### src/rtl/core/assert_macros.svh
// Assertion macros shared by the RTL.
`ifndef ASSERT_MACROS_SVH
`define ASSERT_MACROS_SVH

// Check that b holds in the same cycle as a.
`define ASSERT_SAME(label, clk, rst, a, b, msg) \
   label: assert property (@(posedge clk) disable iff (rst) (a) |-> (b)) \
      else $error(msg);

// Check that b holds in the cycle after a.
`define ASSERT_NEXT(label, clk, rst, a, b, msg) \
   label: assert property (@(posedge clk) disable iff (rst) (a) |=> (b)) \
      else $error(msg);

`endif

### src/rtl/core/jrs_ram.sv
module jrs_ram #(
   parameter int WIDTH = 64,
   parameter int DEPTH = 64
) (
   input  logic                     clock,
   input  logic                     wr_en,
   input  logic [$clog2(DEPTH)-1:0] wr_addr,
   input  logic [WIDTH-1:0]         wr_data,
   input  logic [$clog2(DEPTH)-1:0] rd_addr,
   output logic [WIDTH-1:0]         rd_data
);

   logic [WIDTH-1:0] mem_ff [DEPTH];
   logic [WIDTH-1:0] rd_data_ff;

   always_ff @(posedge clock) begin
      if (wr_en) begin
         mem_ff[wr_addr] <= wr_data;
      end
      rd_data_ff <= mem_ff[rd_addr];
   end

   assign rd_data = rd_data_ff;

endmodule

### config.mk
export PLATFORM = sky130hd
export DESIGN_NAME = jrs_ram
export DESIGN_NICKNAME = d
export VERILOG_FILES = /design/src/rtl/core/assert_macros.svh /design/src/rtl/core/jrs_ram.sv
export SDC_FILE = /design/constraint.sdc
export NUM_CORES = 2
export LEC_CHECK = 0
export BUFFER_PORTS_ARGS = -buffer_cell sky130_fd_sc_hd__buf_2
export CORE_ASPECT_RATIO = 1.1
export CORE_UTILIZATION = 37
export CTS_CLUSTER_DIAMETER = 40
export DETAILED_ROUTE_END_ITERATION = 8
export SLEW_MARGIN = 20
export SYNTH_ARGS = -nofsm -noshare
export SYNTH_HDL_FRONTEND = slang
export SYNTH_SLANG_ARGS = --single-unit
### constraint.sdc
create_clock -name clock -period 21 [get_ports clock]
set_input_delay 4.2 -clock clock [delete_from_list [all_inputs] [get_ports clock]]
set_output_delay 4.2 -clock clock [all_outputs]
set_load 0.03 [all_outputs]
# After elaboration in Yosys (flattened, before gate mapping)

Memory sizes are Yosys's and may differ from the RTL's. A register that Yosys moved wholly into a read port is not among the register bits.
Index checks and enable logic that the tools add are counted.

Bits in latches: 0
Bits in read-only memories: 0
Memories kept: 1
Output and inout bits: 64
Bits in writable memories: 4096
Register bits after elaboration: 0

Memory list:

| memory | depth | bits a word | rd ports | clocked after Yosys merged registers in | wr ports | line          | text |
|---|---|---|---|---|---|---|---|
| mem_ff | 64    | 64          | 1        | 1                                       | 1        | jrs_ram.sv:13 | `logic [WIDTH-1:0] mem_ff [DEPTH];` |

$add $sub $neg: 0
Bitwise logic cells: 0
$mul: 0
Reduce and logical (&&, ||, !) cells: 0
Divide/modulo/power cells: 0
Order comparisons: 0
Equal/unequal tests: 0
Shift-type cells: 0
Mux-type cells: 2

Operators by type and width:

| cell    | count |
|---|---|
| $mux W1 | 2 |

# Longest topological paths before layout

Depth after elaboration: 2
Mapped depth: 9
Mapped depth without buffers: 5

# Least setup slack after synthesis

No wires, ideal clock.

Kind: input -> register
Start: input wr_addr[3]
End: memory mem_ff[48][0] (enable)
Cell stages on the path: 4
Data arrival time: 9.072 ns
Path slack: 11.364 ns
Data required time: 20.436 ns
Setup time: 0.564 ns
Cell sequence: clkbuf_1 > nor2b_1 > nand4b_1 > nor3_1

RTL lines:

| what               | line          | text |
|---|---|---|
| start: declaration | jrs_ram.sv:7  | `input logic [$clog2(DEPTH)-1:0] wr_addr,` |
| end: declaration   | jrs_ram.sv:13 |  |

Straight into the memory's write port.

==> reports/summary.md <==
The run finished with clean final reports. The average instance in the mapped netlist occupies 23.7 um^2. The share of the cycle needed by the critical path after routing is 0.414, and the net count of the mapped netlist is 6676. The most instantiated flip-flop cell in the synthesis netlist is edfxtp_1.

The power density over cell area was 101 nW/um^2. Walking the worst path, the cells encountered are buf_8 > buf_12 > buf_4 > buf_4 > buf_12 > mux4_2 > or3_1 > a41oi_1 > a211oi_1. The logs give 0 for the number of failing setup endpoints in the final timing report and 12.30 ns for the worst setup margin. The tools report the met2 track utilization from global routing as 0.344. The total leakage power came out at 55.7 nW.

Post-CTS timing repair inserted 0 buffers for setup. In this run the horizontal extent of the chip is 622 um. For the aggregate routed wire length, the log shows 443000 um.

The category of the worst setup path launch point was a primary input. From bottom edge to top edge, the die measures 684 um. The number of failing hold endpoints at the final stage came out at 0.

Type of the tightest min-delay check: reg2reg. Gates resized during post-CTS repair numbered 0. Relative to the synthesized area, the layout overhead comes to 15.2%. The slack of the worst reg-to-reg path is 18.79 ns, and the global routing met1 resource utilization is 0.274.

During synthesis, Yosys emitted a total of 0 warnings. The synthesized design contains 4096 enable-type register cells. In this design, the largest share of critical-path delay is due to buffers and inverters. The run gives 13000 as the filler-free cell count of the finished design. For the pin with the worst max-slew slack, the measured transition is 1.23 ns. The synthesized design spends more area on one cell type than any other, namely edfxtp_1. The synthesized design contains 4160 register bits. The number of search-and-repair iterations in the first detailed-routing pass is 5, and the post-placement worst setup slack is 11.28 ns. The portion of the post-synthesis area used by sequential elements was 0.795. The worst flop-to-flop path endpoint is rd_data[45]. TritonCTS built the clock tree. The final count of pins violating max slew was 0. After floorplanning, the core was sized to cover 421000 um^2. Global routing finished with a remaining overflow of 0. During I/O placement, the number of pins put on the boundary was 142.

The tools report the initial antenna violation count as 51. IR analysis of the VDD net gives a maximum drop of 75.8 uV. The fraction of registers with async set or reset after synthesis works out to 0. Across the routed clock network, the largest skew measured is 0.0743 ns.

For the final routed database, the setup TNS stands at 0 ns. Buffers inserted to repair hold after CTS numbered 0. The worst relative slew slack was 0.181; the largest stage delay on the critical path was 0.95 ns. The tools report the number of nets with antenna violations after detailed routing as 0.

The logs give 134 for the pin count of the biggest net entering global routing and 165000 um^2 for the cell area after placement. Synthesis instantiated 33 different standard cells from the library. The arrival time at the worst endpoint was 9.52 ns. Setup repair after global routing left no endpoint under its margin. Counting tap cells, the placed design contains a total of 12100 instances. During placement, the flow inserted port buffers numbering 141. The combined area of all synthesized cells came out at 156000 um^2. The slowest stage of the critical path belongs to the cell buf_4. The H-tree was split into 5 levels. The logs give 7113 for the final net count and 10400 for the number of violations reported at the end of detailed-routing iteration 0.

The worst register-to-register path begins at mem_ff[62][45]. The fraction of synthesized cell area taken by the top area cell type was 0.787; the first-pass GRT wire length was 614000 um. The tools report the kind of capture point of the worst setup path as a flop. The initialized floorplan defines 250 standard-cell rows. The clock latency at the later pin of the worst-skew pair came out at 1.00 ns. Summing internal, switching and leakage power gives 18.1 mW.

In this run the most used layer during global routing was met2. By startpoint and endpoint, the worst setup path is classified as in2reg. The global routing usage summed across all routing layers was 0.204; the post-route cell area was 180000 um^2. The tool flagged a number of max-cap violations equal to 0. The number of gates on the worst path with buffers counted is 9.

The worst path needs 8.70 ns of the cycle, external delays included. The logs give 0.115 GHz for the maximum operating frequency and 425000 um^2 for the die area. Together, buffers and inverters on the worst path number 5. After detailed routing, the number of vias per cell comes to 5.84. The count of mapped cells out of synthesis was 6598. After synthesis, the cell types taking the most area are edfxtp_1 (79%), mux4_2 (15%), mux2i_1 (0.86%).

The startpoint of the most critical setup path was rd_addr[1]. Clock tree synthesis selected as its root buffer the cell clkbuf_16. In the final routed layout, each cell accounts on average for 34.0 um. The global-route track usage on met3 is 0.0332, and the endpoint required time on the critical path is 21.82 ns. The via count of the first global-routing pass came out at 77000. In this run the worst path has a maximum fanout of 133.

The cell count of the worst reg-to-reg path was 5. The critical path ends at rd_data[59]. The count of clock tree sinks is 4160. The core utilization of the finished layout came out at 0.428.

The effective utilization at floorplan was 0.371; the clock-pin slew on the worst setup and hold paths was 0.06 ns. In the routed design, unresolved DRC markers number 0. The congestion estimate from routability-driven global placement came to 0.776.

The tightest hold path in the finished design has a slack of 0.809 ns. The routed layout has 76000 vias. The fraction of final layout cells sized beyond drive strength 1 was 0.296; the clock buffer count from CTS was 445.

The longest clock path from root to sink contains 4 buffers. Detailed placement ended at an HPWL of 235000 um.
[worst reg2reg max path, stage by stage (launching register included)]
cell      delay, ns
edfxtp_1       0.33
mux4_2         0.25
mux2i_1        0.09
o22ai_1        0.27
a41oi_1        0.12
a211oi_2       0.94
[final cells by class]
| type | instances | area, um^2 |
|---|---|---|
| sequential | 4160 | 124000 |
| clock inverter | 281 | 3390 |
| multi-input combinational | 2049 | 30800 |
| clock buffer | 555 | 11900 |
| timing repair buffer | 360 | 2590 |
| tap | 5544 | 6940 |
| inverter | 19 | 71.3 |
| fill | 35500 | 241000 |
| antenna | 35 | 87.6 |
[logic make-up (layout without fill, tap and decap cells)]
family / Yosys count / count (layout) / synth area share
compound gates: 504 / 504 / 0.0248
flops: 4160 / 4160 / 0.795
mux: 1159 / 1159 / 0.156
simple gates: 386 / 386 / 0.0124
other cells: 0 / 35 / 0
buf+inv: 389 / 1215 / 0.0118
[layer usage]
layer | share of wire | vias to the layer above
li1 | - | 29500
met1 | 0.39 | 41900
met2 | 0.50 | 3884
met3 | 0.083 | 761
met4 | 0.033 | 8
met5 | 0.000099 | -
[cell usage after synthesis, drive strengths merged, types with 3 or more instances]
cell / n
o22ai: 83
or2: 28
o221ai: 38
mux4: 1024
buf: 230
nand3: 45
or3: 29
nand2: 58
nor2b: 28
a211oi: 63
mux2i: 135
a41oi: 26
clkbuf: 140
a31oi: 18
edfxtp: 4096
a2bb2oi: 19
dfxtp: 64
inv: 19
and3: 64
nand2b: 11
a22oi: 168
and2: 3
a22o: 88
nor2: 112
[power breakdown]
part | switching (mW) | total [mW] | leakage [nW] | internal [mW]
clock network | 3.31 | 8.09 | 7.35 | 4.78
logic | 0.519 | 0.803 | 11.0 | 0.283
registers | 0.0489 | 9.24 | 37.4 | 9.20
total | 3.88 | 18.1 | 55.7 | 14.3
[worst min-delay path by stage]
stage,depth (start not counted),startpoint,slack [ns],endpoint
final,4,mem_ff[44][0],0.81,rd_data[0]
after global routing,4,mem_ff[34][12],0.87,rd_data[12]
after global placement,4,mem_ff[47][16],0.82,rd_data[16]
after floorplan,4,mem_ff[30][61],0.79,rd_data[61]
after CTS,4,mem_ff[44][0],0.80,rd_data[0]
after detailed placement,4,mem_ff[44][0],0.83,rd_data[0]
[state kept, by name (all words and copies together), names as in the netlist]
register	flops
rd_data	64
mem_ff	4096
[layout by cell type (no fill, tap or decap), types with 11 or more instances in the layout]
master / Yosys / layout
edfxtp_1: 4096 / 4096
mux4_2: 1024 / 1024
clkbuf_16: 0 / 453
buf_4: 34 / 222
a22oi_1: 168 / 168
mux2i_1: 135 / 135
buf_2: 170 / 122
a22o_1: 88 / 88
clkbuf_1: 140 / 84
o22ai_1: 83 / 83
nor2_4: 0 / 65
and3_1: 64 / 64
dfxtp_1: 64 / 64
a211oi_1: 63 / 60
bufinv_16: 0 / 59
clkinv_2: 0 / 56
nand2_1: 58 / 55
clkinv_1: 0 / 50
nor2_1: 112 / 47
nand3_1: 45 / 45
clkinvlp_4: 0 / 40
o221ai_1: 38 / 38
diode_2: 0 / 35
or3_1: 29 / 29
inv_6: 0 / 29
or2_2: 28 / 28
a41oi_1: 26 / 26
clkinv_4: 0 / 25
nor2b_1: 28 / 24
inv_1: 19 / 19
a2bb2oi_1: 19 / 19
a31oi_1: 18 / 18
clkbuf_8: 0 / 18
buf_12: 0 / 11
Note: power is estimated with default switching activity, not from simulation.
